`src/rtl/hrwp_pkg.sv`:
```
`timescale 1ns / 1ps
`default_nettype none
// ----------------------------------------------------------------------------
// hrwp_pkg
// Shared types and constants of the homopolymer run weight pixel unit.
// ----------------------------------------------------------------------------
package hrwp_pkg;

  localparam int unsigned MAX_WEIGHT_LIMIT = 63;
  localparam int unsigned BASE_W           = 8;
  localparam int unsigned PIXEL_W          = 8;
  localparam int unsigned COUNT_W          = $clog2(MAX_WEIGHT_LIMIT + 1);
  localparam int unsigned PROD_W           = COUNT_W + PIXEL_W;
  localparam int unsigned STEP_W           = $clog2(PIXEL_W);

  localparam logic [PIXEL_W-1:0] PIXEL_FULL       = PIXEL_W'(254);
  localparam logic [COUNT_W-1:0] MAX_WEIGHT_RESET = COUNT_W'(6);

  localparam int unsigned FIFO_DEPTH = 4;
  localparam int unsigned FIFO_PTR_W = $clog2(FIFO_DEPTH);

  // One burst of equal pixels for the back end.
  typedef struct packed {
    logic               full;     // pixel value is PIXEL_FULL, no division
    logic [COUNT_W-1:0] weight;   // clamped run weight
    logic [COUNT_W-1:0] sat_len;  // saturation length
    logic [COUNT_W-1:0] count;    // number of pixels, at least one
    logic               last;     // final burst of the sequence
  } cmd_t;

  function automatic cmd_t full_cmd(logic [COUNT_W-1:0] count);
    cmd_t c;
    c.full    = 1'b1;
    c.weight  = '0;
    c.sat_len = '0;
    c.count   = count;
    c.last    = 1'b0;
    return c;
  endfunction

  function automatic cmd_t flush_cmd(logic [COUNT_W-1:0] count, logic [COUNT_W-1:0] m);
    cmd_t c;
    c.full    = 1'b0;
    c.weight  = (count > m) ? m : count;
    c.sat_len = m;
    c.count   = count;
    c.last    = 1'b0;
    return c;
  endfunction

endpackage
`default_nettype wire

```
`src/rtl/hrwp_front.sv`:
```
`timescale 1ns / 1ps
`default_nettype none
// ----------------------------------------------------------------------------
// hrwp_front
// Accepts bases, tracks the open run and turns run events into pixel bursts.
// ----------------------------------------------------------------------------
module hrwp_front (
  input  wire logic                         clk_i,
  input  wire logic                         rst_ni,
  input  wire logic                         push,
  output logic                              full,
  input  wire logic [hrwp_pkg::BASE_W-1:0]  base_i,
  input  wire logic                         last_i,
  input  wire logic [hrwp_pkg::COUNT_W-1:0] sat_len_i,
  output logic                              cmd_push_o,
  output hrwp_pkg::cmd_t                    cmd_o,
  input  wire logic                         cmd_full_i
);

  logic [hrwp_pkg::BASE_W-1:0]  prev_q, prev_d;
  logic [hrwp_pkg::COUNT_W-1:0] pend_q, pend_d;
  logic                         have_q, have_d;
  logic                         sat_q, sat_d;
  logic                         hold_vld_q;
  hrwp_pkg::cmd_t               hold_q;

  logic                         accept;
  logic                         same;
  logic [hrwp_pkg::COUNT_W-1:0] pend_inc;
  logic [hrwp_pkg::COUNT_W-1:0] run_pend;
  logic                         run_sat;
  logic                         a_vld, n_vld, l_vld;
  hrwp_pkg::cmd_t               a_cmd, n_cmd, l_cmd;
  logic                         c0_vld, c1_vld;
  hrwp_pkg::cmd_t               c0, c1;

  assign full   = hold_vld_q || cmd_full_i;
  assign accept = push && !full;

  always_comb begin
    prev_d   = prev_q;
    have_d   = have_q;
    run_pend = pend_q;
    run_sat  = sat_q;
    a_vld    = 1'b0;
    n_vld    = 1'b0;
    l_vld    = 1'b0;
    a_cmd    = hrwp_pkg::full_cmd(hrwp_pkg::COUNT_W'(1));
    n_cmd    = hrwp_pkg::full_cmd(hrwp_pkg::COUNT_W'(1));
    l_cmd    = hrwp_pkg::full_cmd(hrwp_pkg::COUNT_W'(1));
    same     = have_q && (base_i == prev_q);
    pend_inc = pend_q + hrwp_pkg::COUNT_W'(1);

    if (same) begin
      if (sat_q) begin
        a_vld = 1'b1;
      end else if (({1'b0, pend_q} + (hrwp_pkg::COUNT_W + 1)'(1)) >= {1'b0, sat_len_i}) begin
        a_vld    = 1'b1;
        a_cmd    = hrwp_pkg::full_cmd(pend_inc);
        run_pend = '0;
        run_sat  = 1'b1;
      end else begin
        run_pend = pend_inc;
      end
    end else begin
      if (have_q && !sat_q && (pend_q != '0)) begin
        a_vld = 1'b1;
        a_cmd = hrwp_pkg::flush_cmd(pend_q, sat_len_i);
      end
      prev_d = base_i;
      have_d = 1'b1;
      if (sat_len_i <= hrwp_pkg::COUNT_W'(1)) begin
        n_vld    = 1'b1;
        run_pend = '0;
        run_sat  = 1'b1;
      end else begin
        run_pend = hrwp_pkg::COUNT_W'(1);
        run_sat  = 1'b0;
      end
    end

    pend_d = run_pend;
    sat_d  = run_sat;
    if (last_i) begin
      if (!run_sat && (run_pend != '0)) begin
        l_vld = 1'b1;
        l_cmd = hrwp_pkg::flush_cmd(run_pend, sat_len_i);
      end
      prev_d = '0;
      pend_d = '0;
      have_d = 1'b0;
      sat_d  = 1'b0;
    end

    if (a_vld) begin
      c0_vld = 1'b1;
      c0     = a_cmd;
      c1_vld = n_vld || l_vld;
      c1     = n_vld ? n_cmd : l_cmd;
    end else begin
      c0_vld = n_vld || l_vld;
      c0     = n_vld ? n_cmd : l_cmd;
      c1_vld = 1'b0;
      c1     = l_cmd;
    end
    c0.last = last_i && !c1_vld;
    c1.last = last_i;
  end

  always_comb begin
    if (hold_vld_q) begin
      cmd_push_o = !cmd_full_i;
      cmd_o      = hold_q;
    end else begin
      cmd_push_o = accept && c0_vld;
      cmd_o      = c0;
    end
  end

  always_ff @(posedge clk_i or negedge rst_ni) begin
    if (!rst_ni) begin
      prev_q     <= '0;
      pend_q     <= '0;
      have_q     <= 1'b0;
      sat_q      <= 1'b0;
      hold_vld_q <= 1'b0;
    end else begin
      if (accept) begin
        prev_q     <= prev_d;
        pend_q     <= pend_d;
        have_q     <= have_d;
        sat_q      <= sat_d;
        hold_vld_q <= c1_vld;
      end else if (hold_vld_q && !cmd_full_i) begin
        hold_vld_q <= 1'b0;
      end
    end
  end

  always_ff @(posedge clk_i) begin
    if (accept) begin
      hold_q <= c1;
    end
  end

  assert property (@(posedge clk_i) disable iff (!rst_ni)
    (!have_q && !sat_q) || have_q)
    else $error("saturated run without an open run");

endmodule
`default_nettype wire

```
`src/rtl/hrwp_fifo.sv`:
```
`timescale 1ns / 1ps
`default_nettype none
// ----------------------------------------------------------------------------
// hrwp_fifo
// Short command queue between the front end and the pixel back end.
// ----------------------------------------------------------------------------
module hrwp_fifo (
  input  wire logic           clk_i,
  input  wire logic           rst_ni,
  input  wire logic           push_i,
  input  wire hrwp_pkg::cmd_t data_i,
  output logic                full_o,
  input  wire logic           pop_i,
  output hrwp_pkg::cmd_t      data_o,
  output logic                empty_o
);

  hrwp_pkg::cmd_t                mem_q [hrwp_pkg::FIFO_DEPTH];
  logic [hrwp_pkg::FIFO_PTR_W-1:0] wr_ptr_q, rd_ptr_q;
  logic [hrwp_pkg::FIFO_PTR_W:0]   cnt_q;
  logic                          do_push, do_pop;

  assign full_o  = (cnt_q == (hrwp_pkg::FIFO_PTR_W + 1)'(hrwp_pkg::FIFO_DEPTH));
  assign empty_o = (cnt_q == '0);
  assign do_push = push_i && !full_o;
  assign do_pop  = pop_i && !empty_o;
  assign data_o  = mem_q[rd_ptr_q];

  always_ff @(posedge clk_i or negedge rst_ni) begin
    if (!rst_ni) begin
      wr_ptr_q <= '0;
      rd_ptr_q <= '0;
      cnt_q    <= '0;
    end else begin
      if (do_push) begin
        wr_ptr_q <= wr_ptr_q + hrwp_pkg::FIFO_PTR_W'(1);
      end
      if (do_pop) begin
        rd_ptr_q <= rd_ptr_q + hrwp_pkg::FIFO_PTR_W'(1);
      end
      if (do_push && !do_pop) begin
        cnt_q <= cnt_q + (hrwp_pkg::FIFO_PTR_W + 1)'(1);
      end else if (do_pop && !do_push) begin
        cnt_q <= cnt_q - (hrwp_pkg::FIFO_PTR_W + 1)'(1);
      end
    end
  end

  always_ff @(posedge clk_i) begin
    if (do_push) begin
      mem_q[wr_ptr_q] <= data_i;
    end
  end

  assert property (@(posedge clk_i) disable iff (!rst_ni)
    cnt_q <= (hrwp_pkg::FIFO_PTR_W + 1)'(hrwp_pkg::FIFO_DEPTH))
    else $error("queue count above depth");

  assert property (@(posedge clk_i) disable iff (!rst_ni)
    push_i |-> !full_o)
    else $error("command pushed into a full queue");

endmodule
`default_nettype wire

```
`src/rtl/hrwp_back.sv`:
```
`timescale 1ns / 1ps
`default_nettype none
// ----------------------------------------------------------------------------
// hrwp_back
// Scales non-full burst weights by a shift-subtract divider and emits pixels.
// ----------------------------------------------------------------------------
module hrwp_back (
  input  wire logic                         clk_i,
  input  wire logic                         rst_ni,
  input  wire hrwp_pkg::cmd_t               cmd_i,
  input  wire logic                         cmd_empty_i,
  output logic                              cmd_pop_o,
  output logic                              empty,
  input  wire logic                         pop,
  output logic [hrwp_pkg::PIXEL_W-1:0]      pixel_o,
  output logic                              last_pixel_o
);

  localparam logic [1:0] ST_IDLE = 2'd0;
  localparam logic [1:0] ST_DIV  = 2'd1;
  localparam logic [1:0] ST_EMIT = 2'd2;

  logic [1:0]                   state_q, state_d;
  logic [hrwp_pkg::COUNT_W-1:0] rem_q, rem_d;
  logic [hrwp_pkg::PIXEL_W-1:0] dvd_q, dvd_d;
  logic [hrwp_pkg::PIXEL_W-1:0] quo_q, quo_d;
  logic [hrwp_pkg::COUNT_W-1:0] m_q, m_d;
  logic [hrwp_pkg::COUNT_W-1:0] cnt_q, cnt_d;
  logic [hrwp_pkg::STEP_W-1:0]  step_q, step_d;
  logic                         last_q, last_d;

  logic [hrwp_pkg::PROD_W-1:0]  prod;
  logic [hrwp_pkg::COUNT_W:0]   trial;
  logic                         ge;

  assign prod  = hrwp_pkg::PROD_W'(cmd_i.weight) * hrwp_pkg::PROD_W'(hrwp_pkg::PIXEL_FULL);
  assign trial = {rem_q, dvd_q[hrwp_pkg::PIXEL_W-1]};
  assign ge    = (trial >= {1'b0, m_q});

  assign cmd_pop_o    = (state_q == ST_IDLE) && !cmd_empty_i;
  assign empty        = (state_q != ST_EMIT);
  assign pixel_o      = quo_q;
  assign last_pixel_o = last_q && (cnt_q == hrwp_pkg::COUNT_W'(1));

  always_comb begin
    state_d = state_q;
    rem_d   = rem_q;
    dvd_d   = dvd_q;
    quo_d   = quo_q;
    m_d     = m_q;
    cnt_d   = cnt_q;
    step_d  = step_q;
    last_d  = last_q;
    case (state_q)
      ST_IDLE: begin
        if (!cmd_empty_i) begin
          cnt_d  = cmd_i.count;
          last_d = cmd_i.last;
          m_d    = cmd_i.sat_len;
          rem_d  = prod[hrwp_pkg::PROD_W-1:hrwp_pkg::PIXEL_W];
          dvd_d  = prod[hrwp_pkg::PIXEL_W-1:0];
          step_d = hrwp_pkg::STEP_W'(hrwp_pkg::PIXEL_W - 1);
          if (cmd_i.full) begin
            quo_d   = hrwp_pkg::PIXEL_FULL;
            state_d = ST_EMIT;
          end else begin
            quo_d   = '0;
            state_d = ST_DIV;
          end
        end
      end
      ST_DIV: begin
        rem_d  = ge ? hrwp_pkg::COUNT_W'(trial - {1'b0, m_q}) : trial[hrwp_pkg::COUNT_W-1:0];
        dvd_d  = {dvd_q[hrwp_pkg::PIXEL_W-2:0], 1'b0};
        quo_d  = {quo_q[hrwp_pkg::PIXEL_W-2:0], ge};
        step_d = step_q - hrwp_pkg::STEP_W'(1);
        if (step_q == '0) begin
          state_d = ST_EMIT;
        end
      end
      ST_EMIT: begin
        if (pop) begin
          cnt_d = cnt_q - hrwp_pkg::COUNT_W'(1);
          if (cnt_q == hrwp_pkg::COUNT_W'(1)) begin
            state_d = ST_IDLE;
          end
        end
      end
      default: begin
        state_d = ST_IDLE;
      end
    endcase
  end

  always_ff @(posedge clk_i or negedge rst_ni) begin
    if (!rst_ni) begin
      state_q <= ST_IDLE;
      cnt_q   <= '0;
      step_q  <= '0;
      last_q  <= 1'b0;
    end else begin
      state_q <= state_d;
      cnt_q   <= cnt_d;
      step_q  <= step_d;
      last_q  <= last_d;
    end
  end

  always_ff @(posedge clk_i) begin
    rem_q <= rem_d;
    dvd_q <= dvd_d;
    quo_q <= quo_d;
    m_q   <= m_d;
  end

  assert property (@(posedge clk_i) disable iff (!rst_ni)
    (state_q == ST_EMIT) |-> (cnt_q != '0))
    else $error("emitting a burst with no pixels left");

  assert property (@(posedge clk_i) disable iff (!rst_ni)
    (state_q == ST_EMIT) |-> (quo_q <= hrwp_pkg::PIXEL_FULL))
    else $error("pixel above full scale");

  assert property (@(posedge clk_i) disable iff (!rst_ni)
    (state_q == ST_DIV) |-> (m_q != '0))
    else $error("division by zero saturation length");

endmodule
`default_nettype wire

```
`src/rtl/homopolymer_run_weight_pixels_unit.sv`:
```
`timescale 1ns / 1ps
`default_nettype none
// ----------------------------------------------------------------------------
// homopolymer_run_weight_pixels_unit
// One pixel per base: run length clamped to max_weight, scaled to 0..254.
//
//   channel  direction  handshake                  payload
//   input    in         push / full                base_i, last_i
//   result   out        empty / pop                pixel_o, last_pixel_o
//   config   in         cfg_valid_i / cfg_ready_o  cfg_data_i (max_weight)
//
// A base that yields two bursts holds full high while the second waits.
// Each burst leaves the queue, is divided by the shift-subtract divider
// unless its pixel is 254; its pixels go out before the next. Input stalls
// while the four-entry queue is full or a burst is held. Reset clears all
// control state at once; no clearing pass. cfg_ready_o is always high.
// ----------------------------------------------------------------------------
module homopolymer_run_weight_pixels_unit (
  input  wire logic                         clk_i,
  input  wire logic                         rst_ni,
  input  wire logic                         push,
  output logic                              full,
  input  wire logic [hrwp_pkg::BASE_W-1:0]  base_i,
  input  wire logic                         last_i,
  output logic                              empty,
  input  wire logic                         pop,
  output logic [hrwp_pkg::PIXEL_W-1:0]      pixel_o,
  output logic                              last_pixel_o,
  input  wire logic                         cfg_valid_i,
  output logic                              cfg_ready_o,
  input  wire logic [hrwp_pkg::COUNT_W-1:0] cfg_data_i
);

  logic [hrwp_pkg::COUNT_W-1:0] max_weight_q;
  logic [hrwp_pkg::COUNT_W-1:0] sat_len;
  logic                         q_push, q_full, q_pop, q_empty;
  hrwp_pkg::cmd_t               q_wdata, q_rdata;

  assign cfg_ready_o = 1'b1;
  assign sat_len     = (max_weight_q == '0) ? hrwp_pkg::COUNT_W'(1) : max_weight_q;

  always_ff @(posedge clk_i or negedge rst_ni) begin
    if (!rst_ni) begin
      max_weight_q <= hrwp_pkg::MAX_WEIGHT_RESET;
    end else if (cfg_valid_i && cfg_ready_o) begin
      max_weight_q <= cfg_data_i;
    end
  end

  hrwp_front u_front (
    .clk_i      (clk_i),
    .rst_ni     (rst_ni),
    .push       (push),
    .full       (full),
    .base_i     (base_i),
    .last_i     (last_i),
    .sat_len_i  (sat_len),
    .cmd_push_o (q_push),
    .cmd_o      (q_wdata),
    .cmd_full_i (q_full)
  );

  hrwp_fifo u_fifo (
    .clk_i   (clk_i),
    .rst_ni  (rst_ni),
    .push_i  (q_push),
    .data_i  (q_wdata),
    .full_o  (q_full),
    .pop_i   (q_pop),
    .data_o  (q_rdata),
    .empty_o (q_empty)
  );

  hrwp_back u_back (
    .clk_i        (clk_i),
    .rst_ni       (rst_ni),
    .cmd_i        (q_rdata),
    .cmd_empty_i  (q_empty),
    .cmd_pop_o    (q_pop),
    .empty        (empty),
    .pop          (pop),
    .pixel_o      (pixel_o),
    .last_pixel_o (last_pixel_o)
  );

endmodule
`default_nettype wire

```
`config.mk`:
```
export PLATFORM = sky130hd
export DESIGN_NAME = homopolymer_run_weight_pixels_unit
export DESIGN_NICKNAME = d
export VERILOG_FILES = /design/src/rtl/hrwp_pkg.sv /design/src/rtl/hrwp_front.sv /design/src/rtl/hrwp_fifo.sv /design/src/rtl/hrwp_back.sv /design/src/rtl/homopolymer_run_weight_pixels_unit.sv
export SDC_FILE = /design/constraint.sdc
export NUM_CORES = 1
export LEC_CHECK = 0
export ABC_AREA = 1
export BUFFER_PORTS_ARGS = -buffer_cell sky130_fd_sc_hd__buf_2
export CORE_ASPECT_RATIO = 2
export CORE_MARGIN = 1
export CORE_UTILIZATION = 41
export CTS_BUF_LIST = sky130_fd_sc_hd__clkbuf_2 sky130_fd_sc_hd__clkbuf_4 sky130_fd_sc_hd__clkbuf_8
export DETAILED_ROUTE_END_ITERATION = 12
export SLEW_MARGIN = 15
export SYNTH_ARGS = -nofsm -noshare
export SYNTH_HDL_FRONTEND = slang
export SYNTH_SLANG_ARGS = --single-unit
```
`constraint.sdc`:
```
create_clock -name clk_i -period 7.6 [get_ports clk_i]
set_clock_uncertainty 0.15 [all_clocks]
set_input_delay 0.76 -clock clk_i [delete_from_list [all_inputs] [get_ports clk_i]]
set_output_delay 0.76 -clock clk_i [all_outputs]
set_load 0.005 [all_outputs]
```
# --- Word level (Yosys, flattened, before mapping) ---
# Memory sizes are Yosys's and may differ from the RTL's.
# Index checks and enable logic that the tools add are counted.
totals:
  in_bits: 20
  output_inout_bits: 12
  wordCells: 149
  ramBits: 80
  n_memories: 1
  register_bits: 90
classes:
  multipliers: 1
  n_bitwise: 1
  n_reduce_logical: 39
  n_eq_ne: 11
  mux: 60
  magnitude_cmp: 5
  n_addsub: 9
mem_list:
  columns: ["name", "words", "word_bits", "read_ports", "rd_ports_with_merged_regs", "write_ports", "line_no", "rtl"]
  rows:
  - ["u_fifo.mem_q", 4, 20, 1, 0, 1, "hrwp_fifo.sv:18", "hrwp_pkg::cmd_t mem_q [hrwp_pkg::FIFO_DEPTH];"]
op_table:
  columns: ["operator", "count"]
  rows:
  - ["20-bit two-way mux", 9]
  - ["6-bit two-way mux", 11]
  - ["8-bit two-way mux", 5]
  - ["8-bit one-hot mux with 2 select lines", 2]
  - ["6-bit one-hot mux with 2 select lines", 2]
  - ["1-bit two-way mux", 20]
  - ["7-bit by 6-bit greater-or-equal comparator with 1-bit output", 2]
  - ["1-bit logical AND", 14]
  - ["6-bit by 7-bit multiplier with 13-bit output (second input constant)", 1]
  - ["6-bit > comparator", 2]
  - ["6-bit nonzero test", 2]
  - ["2-bit two-way mux", 5]
  - ["3-bit two-way mux", 3]
  - ["8-bit equality test", 1]
  - ["1-bit zero test", 8]
  - ["2-bit inequality test (second input constant)", 4]
  - ["2-bit nonzero test", 4]
  - ["6-bit by 1-bit adder with 7-bit output (second input constant)", 1]
  - ["7-bit two-way mux", 1]
  - ["6-bit by 1-bit adder with 6-bit output (second input constant)", 1]
  - ["6-bit by 1-bit equality test with 1-bit output (second input constant)", 1]
  - ["6-bit by 1-bit <= comparator with 1-bit output (second input constant)", 1]
  - ["3-bit zero test", 2]
  - ["6-bit zero test", 1]
  - ["other kinds (17)", 23]

# --- Logic depth before layout (Yosys ltp) ---
# Gate-level depths: netlist of run 1.
depth:
  word_depth: 19
  mapped_depth: 26

# --- Cells and area by module ---
# A second synthesis of run 1 with hierarchy kept.
unflattened:
  hier_cells: 1125
  area_unflattened_um2: 10268.6
modules_own_cells:
  columns: ["mod", "cells_each", "seq_area_each_um2", "area_per_inst_um2", "instances"]
  rows:
  - ["hrwp_fifo", 294, 2577.5, 3657.3, 1]
  - ["hrwp_back", 371, 1111.1, 3174.3, 1]
  - ["hrwp_front", 424, 1026.0, 3148.0, 1]
  - ["homopolymer_run_weight_pixels_unit", 36, 152.6, 289.0, 1]

# --- Worst setup path after synthesis of run 1 ---
# OpenSTA, ideal clock, no wires.
synth_path:
  path_kind: "register to register"
  from: "register u_fifo.rd_ptr_q[0] (netlist name)"
  to: "register u_back.rem_q[3] (netlist name), data pin"
  setup_ns: 0.269
  arrival_ns: 4.450
  setup_slack_ns: 2.731
  t_required_ns: 7.181
  stages_incl_launch_ff: 21
  path_buffers: 2
  cell_sequence: "dfrtp_1 -> inv_1 -> clkbuf_1 -> clkbuf_1 -> nor2_1 -> o22ai_1 -> fa_1 -> inv_1 -> fa_1 -> fa_1 -> inv_1 -> ha_1 -> a21oi_1 -> o21ai_0 -> a21oi_1 -> inv_1 -> nand2_1 -> nand2_1 -> a21oi_1 -> xor2_1 -> o21ai_0"
synth_between:
  elab_chain_cells: 4
synth_lines:
  columns: ["item", "line_no", "rtl"]
  rows:
  - ["from (decl)", "hrwp_fifo.sv:19", "logic [hrwp_pkg::FIFO_PTR_W-1:0] wr_ptr_q, rd_ptr_q;"]
  - ["from (signal assigned)", "hrwp_fifo.sv:39", "rd_ptr_q <= rd_ptr_q + hrwp_pkg::FIFO_PTR_W'(1);"]
  - ["memory read 4 x 20 bit", null, null]
  - ["6-bit by 7-bit multiplier with 13-bit output", "hrwp_back.sv:36", "assign prod = hrwp_pkg::PROD_W'(cmd_i.weight) * hrwp_pkg::PROD_W'(hrwp_pkg::PIXEL_FULL);"]
  - ["6-bit two-way mux", "hrwp_back.sv:56", "if (!cmd_empty_i) begin"]
  - ["6-bit one-hot mux with 2 select lines", "hrwp_back.sv:54", "case (state_q)"]
  - ["net u_back.rem_d (one bit)", "hrwp_back.sv:24", "logic [hrwp_pkg::COUNT_W-1:0] rem_q, rem_d;"]
  - ["to (signal assigned)", "hrwp_back.sv:110", "rem_q <= rem_d;"]
  - ["to (decl)", "hrwp_back.sv:24", null]
# The timed path passes the listed nets, and every way through them passes these cells. The select of a mux whose other input is x is not followed.
# A chain may end at the register's enable or synchronous reset.

# --- Worst setup path after layout of run 1 ---
# Ends and elaborated chain as after synthesis.

==> results.cfg, run 1 <==
[cts]
ctsResizeCount = 0
worstSkewPairLatency_ps = 470
root_buffer = clkbuf_8
cts-buffers-inserted = 17
cts_tree = done
ctsHoldBuffers = 0
clkTransAtPathRegs_ps = 100
post_cts_buffers = 0
htree_levels = 4
cts_sinks = 169
ctsLongestPathBuffers = 2

[floorplanning]
dieHeight_um = 216.4
core_area_mm2 = 0.02264
dieWidth_um = 109.2
start_util_pct = 41.61
boundaryPins = 32
rows = 78
dieArea_mm2 = 0.02362

[layout]
final_cell_mix = 200 x nand2_1, 131 x inv_1, 127 x edfxtp_1, 87 x nor2_1, 72 x o21ai_0
nNetsFinal = 1113
drive_gt1_share_pct = 11.62
antenna_cells = 0
final_common_cell = nand2_1
syn_to_final_growth_pct = 8.926
design_area_mm2 = 0.01026

[placement]
place_area_mm2 = 0.009888
port-buffer-count = 30
gp_congestion = 0.9765
hpwl_mm = 16.45
place_ws_ps = 2328

[timing]
hold_ws_ps = 319.9
worst_slack_ps = 2358
setup_violations = 0
period_share_pct = 68.97
drv_slew = 0
setup_tns_ps = 0
relSlewSlack_pct = 29.20
layout_min_cycle_time_ps = 5242
rsz0062_at_grt = no
tightest_slew_ps = 1062
finalHoldViolations = 0
max_freq_mhz = 190.8

[setup_path]
crit_fanout = 37
crit_start = u_fifo.rd_ptr_q[0]
worst-setup-path-type = flip-flop to flip-flop
r2r-start = u_fifo.rd_ptr_q[0]
startpoint_type = flip-flop
cp_slowest_stage_delay_ps = 590
cp.required_ps = 7650
crit_arrival_ps = 5290
crit_top_cell = inv_1
cp-end-kind = flip-flop
crit_path_cell_trace = inv_1 -> buf_4 -> o21ai_0 -> o22ai_1 -> fa_1 -> inv_1 -> fa_1 -> fa_1 -> inv_1 -> ha_1 -> a21oi_1 -> o21ai_0 -> a21oi_1 -> inv_1 -> nand2_1 -> nand2_1 -> a21oi_1 -> xor2_1 -> o21ai_0
critPathSlowestCell = fa_1

[synthesis]
synth_area_per_cell_um2 = 9.535
synth_warnings = 0
syn_area_mm2 = 0.009420
yosysSeqAreaShare_pct = 51.67
synth_nets = 1081
synthCells = 988
synth_cell_types = 48
yosys_register_bits = 169

[route]
drtPass1Iterations = 4
ant_nets = 0
finalWirelength_mm = 21.34
drc = 0
dr.first_iter.drc_count = 246
wire_per_inst_um = 16.25
via_per_inst = 5.235
num_vias = 6874

[global_routing]
grt_usage_pct = 19.77
grt_max_degree = 43
grt_pass1_vias = 7012
antenna_found_initial = 0
grt_pass1_wl_mm = 34.91
overflow = 0

[worst_hold_path]
hold_class = input pin to async pin

[job]
drv_cap = 0

[status]
status = completed
state kept, by name, indices dropped and copies added, names as in the netlist, 3 cells and up:
signal / cells
u_fifo.cnt_q: 3
u_front.pend_q: 6
u_back.rem_q: 6
u_back.pixel_o: 8
u_back.m_q: 6
u_back.step_q: 3
u_back.dvd_q: 7
u_front.hold_q: 20
u_fifo.mem_q: 80
u_front.prev_q: 8
u_back.cnt_q: 6
max_weight_q: 6
cell type report:
class	instances	area [um2]
Clock inverter	14	131.4
Multi-Input combinational cell	653	3916
Tap cell	280	350.3
Clock buffer	18	241.5
Timing Repair Buffer	42	240.2
Fill cell	2217	12380
Inverter	137	514.2
Sequential cell	169	4867
stage by stage:
step           cells  util [%]
2_1_floorplan    988         -
3_3_place_gp    1281     43.67
3_5_place_dp    1281     43.67
4_1_cts         1313     45.32
5_1_grt         1313     45.32
6_report        1313     45.32
routing by layer:
| metal | wire length (um) | global-route usage [%] |
|---|---|---|
| met5 | 0 | 0 |
| met3 | 544 | 3.368 |
| met2 | 12270 | 38.39 |
| met1 | 7208 | 17.84 |
| met4 | 1312 | 12.80 |
worst paths after layout:
check,end,slack [ps],cells past startpoint
min in group clk_i,max_weight_q[2],340,3
worst min-delay path,u_front.prev_q[3],320,1
worst min register to register,u_back.step_q[0],360,1
max in group asynchronous,u_fifo.rd_ptr_q[0],6310,1
worst max register to register,u_back.rem_q[3],2360,19
worst max-delay path,u_back.rem_q[3],2360,19
cells in the mapped netlist, drive strengths merged:
library cell  instances  share of area (%)
a211oi                6               0.48
a21boi                5               0.40
a21o                  1              0.080
a21oi                68                3.9
a221o                 1               0.11
a221oi                4               0.37
a22o                  2               0.19
a22oi                 2               0.16
a31oi                 3               0.20
a32oi                 5               0.46
and2                  1              0.066
and3                  1              0.066
buf                   7               0.61
clkbuf               22               0.88
clkinv                2              0.080
conb                  1              0.040
dfrtp                40                 11
dfstp                 2               0.56
edfxtp              127                 40
fa                   16                3.4
ha                   57                7.6
inv                 135                5.4
mux2                  1               0.12
nand2               210                8.7
nand3                35                2.0
nand3b                2               0.16
nand4                 4               0.27
nor2                100                4.8
nor3                  6               0.37
nor4                  1              0.066
o2111ai               2               0.19
o211ai                4               0.32
o21ai                73                3.9
o22ai                28                1.9
or2                   2               0.13
xnor2                 4               0.37
xor2                  8               0.74
cell families after synthesis:
| family | share of synthesized area (%) |
|---|---|
| compound gates | 12.58 |
| xor+xnor | 1.116 |
| fa+ha+maj | 10.97 |
| buf+inv | 6.946 |
| flops | 51.67 |
| mux | 0.1195 |
| other cells | 0.03981 |
| simple gates | 16.56 |
worst max-delay path, delay by kind of cell (launching register included):
family | cells | cell delay [ps]
flops | 1 | 550
simple gates | 2 | 120
xor+xnor | 1 | 150
buf+inv | 5 | 860
compound gates | 7 | 1270
fa+ha+maj | 4 | 1890
Power of run 1 is not shown: default switching activity piles up to over one toggle a cycle in this logic, so the estimate is an artifact.
==> run 2: changes to the inputs <==
- ABC_AREA: 1 -> 0
- clock period: 7.6 -> 5.2 ns (I/O delays scaled with it)
==> run 2 against run 1 <==
Net effect: synthesized cell count down 23%; hold slack worse by 210 ps; first-iteration DRC count grew 11%; routed wire length is 5.1% lower; critical path depth down 2; global-route usage fell by 0.85 points; cell count is 17% lower; via count shrank 13%; sequential share of layout area shrank 0.087 points; critical path type unchanged; highest routed layer unchanged.
==> results.cfg, run 2 <==
[route]
drc = 0
dr.first_iter.drc_count = 274
wire_per_inst_um = 18.49
drtPass1Iterations = 5
ant_nets = 0
num_vias = 5990
via_per_inst = 5.470
finalWirelength_mm = 20.25

[timing]
max_freq_mhz = 205.1
setup_violations = 0
setup_tns_ps = 0
rsz0062_at_grt = no
finalHoldViolations = 0
period_share_pct = 93.76
tightest_slew_ps = 1008
layout_min_cycle_time_ps = 4876
relSlewSlack_pct = 32.70
drv_slew = 0

[setup_path]
reg2reg_to = u_back.rem_q[4]
rrSetupSlack_ps = 320
cp_slowest_stage_delay_ps = 540
crit_path_cell_trace = buf_4 -> mux4_2 -> inv_1 -> fa_1 -> inv_1 -> ha_1 -> inv_1 -> fa_1 -> inv_1 -> fa_1 -> a21o_1 -> a21oi_1 -> o21bai_1 -> a2111oi_0 -> nor3_1 -> xnor2_1 -> mux2i_1
worst-setup-path-type = flip-flop to flip-flop
startpoint_type = flip-flop
cp-end-kind = flip-flop
crit_top_cell = inv_1
crit_fanout = 5
r2r_cells = 17
critPathSlowestCell = mux4_2
r2r-start = u_fifo.rd_ptr_q[0]
cp.required_ps = 5260
crit_arrival_ps = 4940

[floorplanning]
core_area_mm2 = 0.02216
dieHeight_um = 215.1
dieArea_mm2 = 0.02334
rows = 77
start_util_pct = 41.99
boundaryPins = 32
dieWidth_um = 108.5

[global_routing]
grt.busiest_layer = met2
grt_usage_pct = 18.92
grt_pass1_vias = 6353
grt.met3_usage_pct = 3.670
grt_max_degree = 43
antenna_found_initial = 0
met1_usage_pct = 16.34
grt_pass1_wl_mm = 32.64
overflow = 0
gr-usage-met2_pct = 37.17

[layout]
final_common_cell = edfxtp_1
drive_gt1_share_pct = 17.09
multi_input_area_mm2 = 0.004028
stdcell_count = 1095
reg_top3 = u_fifo.mem_q x80, u_front.hold_q x20
nNetsFinal = 899
antenna_cells = 0
largest_register_ffs = 80
syn_to_final_growth_pct = 10.48
regMostFlops = u_fifo.mem_q
seqCellArea_mm2 = 0.004867
final_cell_mix = 127 x edfxtp_1, 68 x inv_1, 57 x ha_1, 48 x a21oi_1, 47 x nor2_1
nFillCells = 2077

[synthesis]
synth_nets = 851
synth_top_cell_area_share_pct = 40.98
synthArstFlopShare_pct = 24.85
yosys-top-cells-count = 127 x edfxtp_1, 68 x inv_1, 57 x ha_1
synthFlopType = edfxtp_1
synth_top_area_cell = edfxtp_1
synth_most_common_cell = edfxtp_1
synthTopCellsByArea = edfxtp_1 41%, dfrtp_1 11%, ha_1 7.7%, mux4_2 4.8%, fa_1 3.4%
yosys_register_bits = 169
syn_area_mm2 = 0.009305
synth_area_per_cell_um2 = 12.28
synth_cell_types = 72
synthCells = 758
synth_edf_count = 127
synth_warnings = 0
yosysSeqAreaShare_pct = 52.31

[worst_hold_path]
min_from = cfg_data_i[5]
hold_class = input pin to flip-flop
holdPathEnd = max_weight_q[5]
min_path_cells = 3

[placement]
port-buffer-count = 30
hpwl_mm = 15.58
gp_congestion = 0.8907
placed_cells = 1061

[cts]
clkTransAtPathRegs_ps = 90
ctsLongestPathBuffers = 2
cts_tree = done
worstSkewPairLatency_ps = 470
cts_sinks = 169
htree_levels = 4
cts-buffers-inserted = 17
root_buffer = clkbuf_8

[job]
drv_cap = 0

[status]
status = completed
run 2: changes by cell type in the layout (fill, tap and decap cells not counted), moves of 20 or more:
cell and delta:
nor2_1 -40, o21ai_0 -42, o22ai_1 -26, inv_1 -63, nand2_1 -157, mux4_2 +20, mux2i_1 +21
run 2: how the worst max path moves through the flow:
stage | startpoint | to | slack, ps
floorplan | u_fifo.rd_ptr_q[0] | u_back.rem_q[4] | 5
global placement | max_weight_q[4] | u_fifo.mem_q[0][17] | 150
detailed placement | max_weight_q[4] | u_fifo.mem_q[0][17] | 110
CTS | max_weight_q[4] | u_fifo.mem_q[1][17] | 90
global route | u_fifo.rd_ptr_q[0] | u_back.rem_q[4] | 20
finish | u_fifo.rd_ptr_q[0] | u_back.rem_q[4] | 320
run 2: cells by family (layout without fill, tap and decap cells):
| kind of cell | Yosys count | after routing | share of synthesized area [%] |
|---|---|---|---|
| multiplexers | 49 | 49 | 8.068 |
| buffers and inverters | 101 | 162 | 4.666 |
| AO/OA/AOI/OAI | 161 | 161 | 11.99 |
| flip-flops | 169 | 169 | 52.31 |
| adder cells (fa/ha/maj) | 73 | 73 | 11.11 |
| AND/OR/NAND/NOR | 175 | 175 | 9.090 |
| other | 1 | 1 | 0.04030 |
| XOR/XNOR | 29 | 29 | 2.730 |
run 2: area by class of cell:
| type | instances | area share (%) |
|---|---|---|
| inverter | 68 | 2.483 |
| clock inverter | 14 | 1.217 |
| timing repair buffer | 62 | 4.065 |
| tap | 276 | 3.359 |
| clock buffer | 18 | 2.349 |
| multi-input combinational | 488 | 39.18 |
| sequential | 169 | 47.35 |
run 2: critical path: cells and delay by family (launching register included):
| family | cells | cell delay, ps |
|---|---|---|
| fa+ha+maj | 4 | 1600 |
| compound gates | 4 | 940 |
| mux | 2 | 620 |
| buf+inv | 5 | 590 |
| flops | 1 | 460 |
| xor+xnor | 1 | 150 |
| simple gates | 1 | 130 |
run 2: metal layers:
layer	vias up	routed length (um)
met5	-	0
li1	2880	-
met3	54	442
met4	0	1207
met2	111	12000
met1	2945	6602
run 2: metrics by stage:
stage | hold slack, ps | instance area [um2] | utilization, % | setup slack, ps
2_1_floorplan | 74.41 | 9311 | - | 4.873
3_3_place_gp | 304.8 | 9891 | 44.64 | 153.9
3_5_place_dp | 312.7 | 9891 | 44.64 | 108.6
4_1_cts | 85.59 | 10270 | 46.34 | 88.38
5_1_grt | 103.0 | 10280 | 46.39 | 22.34
6_report | 114.1 | 10280 | 46.39 | 324.3
run 2: what timing repair did:
| item | 4_1_cts | 5_1_grt |
|---|---|---|
| endpoints found under the hold margin | 30 | 0 |
| buffers inserted | 0 | 1 |
| endpoints found under the setup margin | 0 | 32 |
| hold buffers | 1 | 0 |
| resized for setup | 0 | 2 |
Power of run 2 is left out for the same reason.
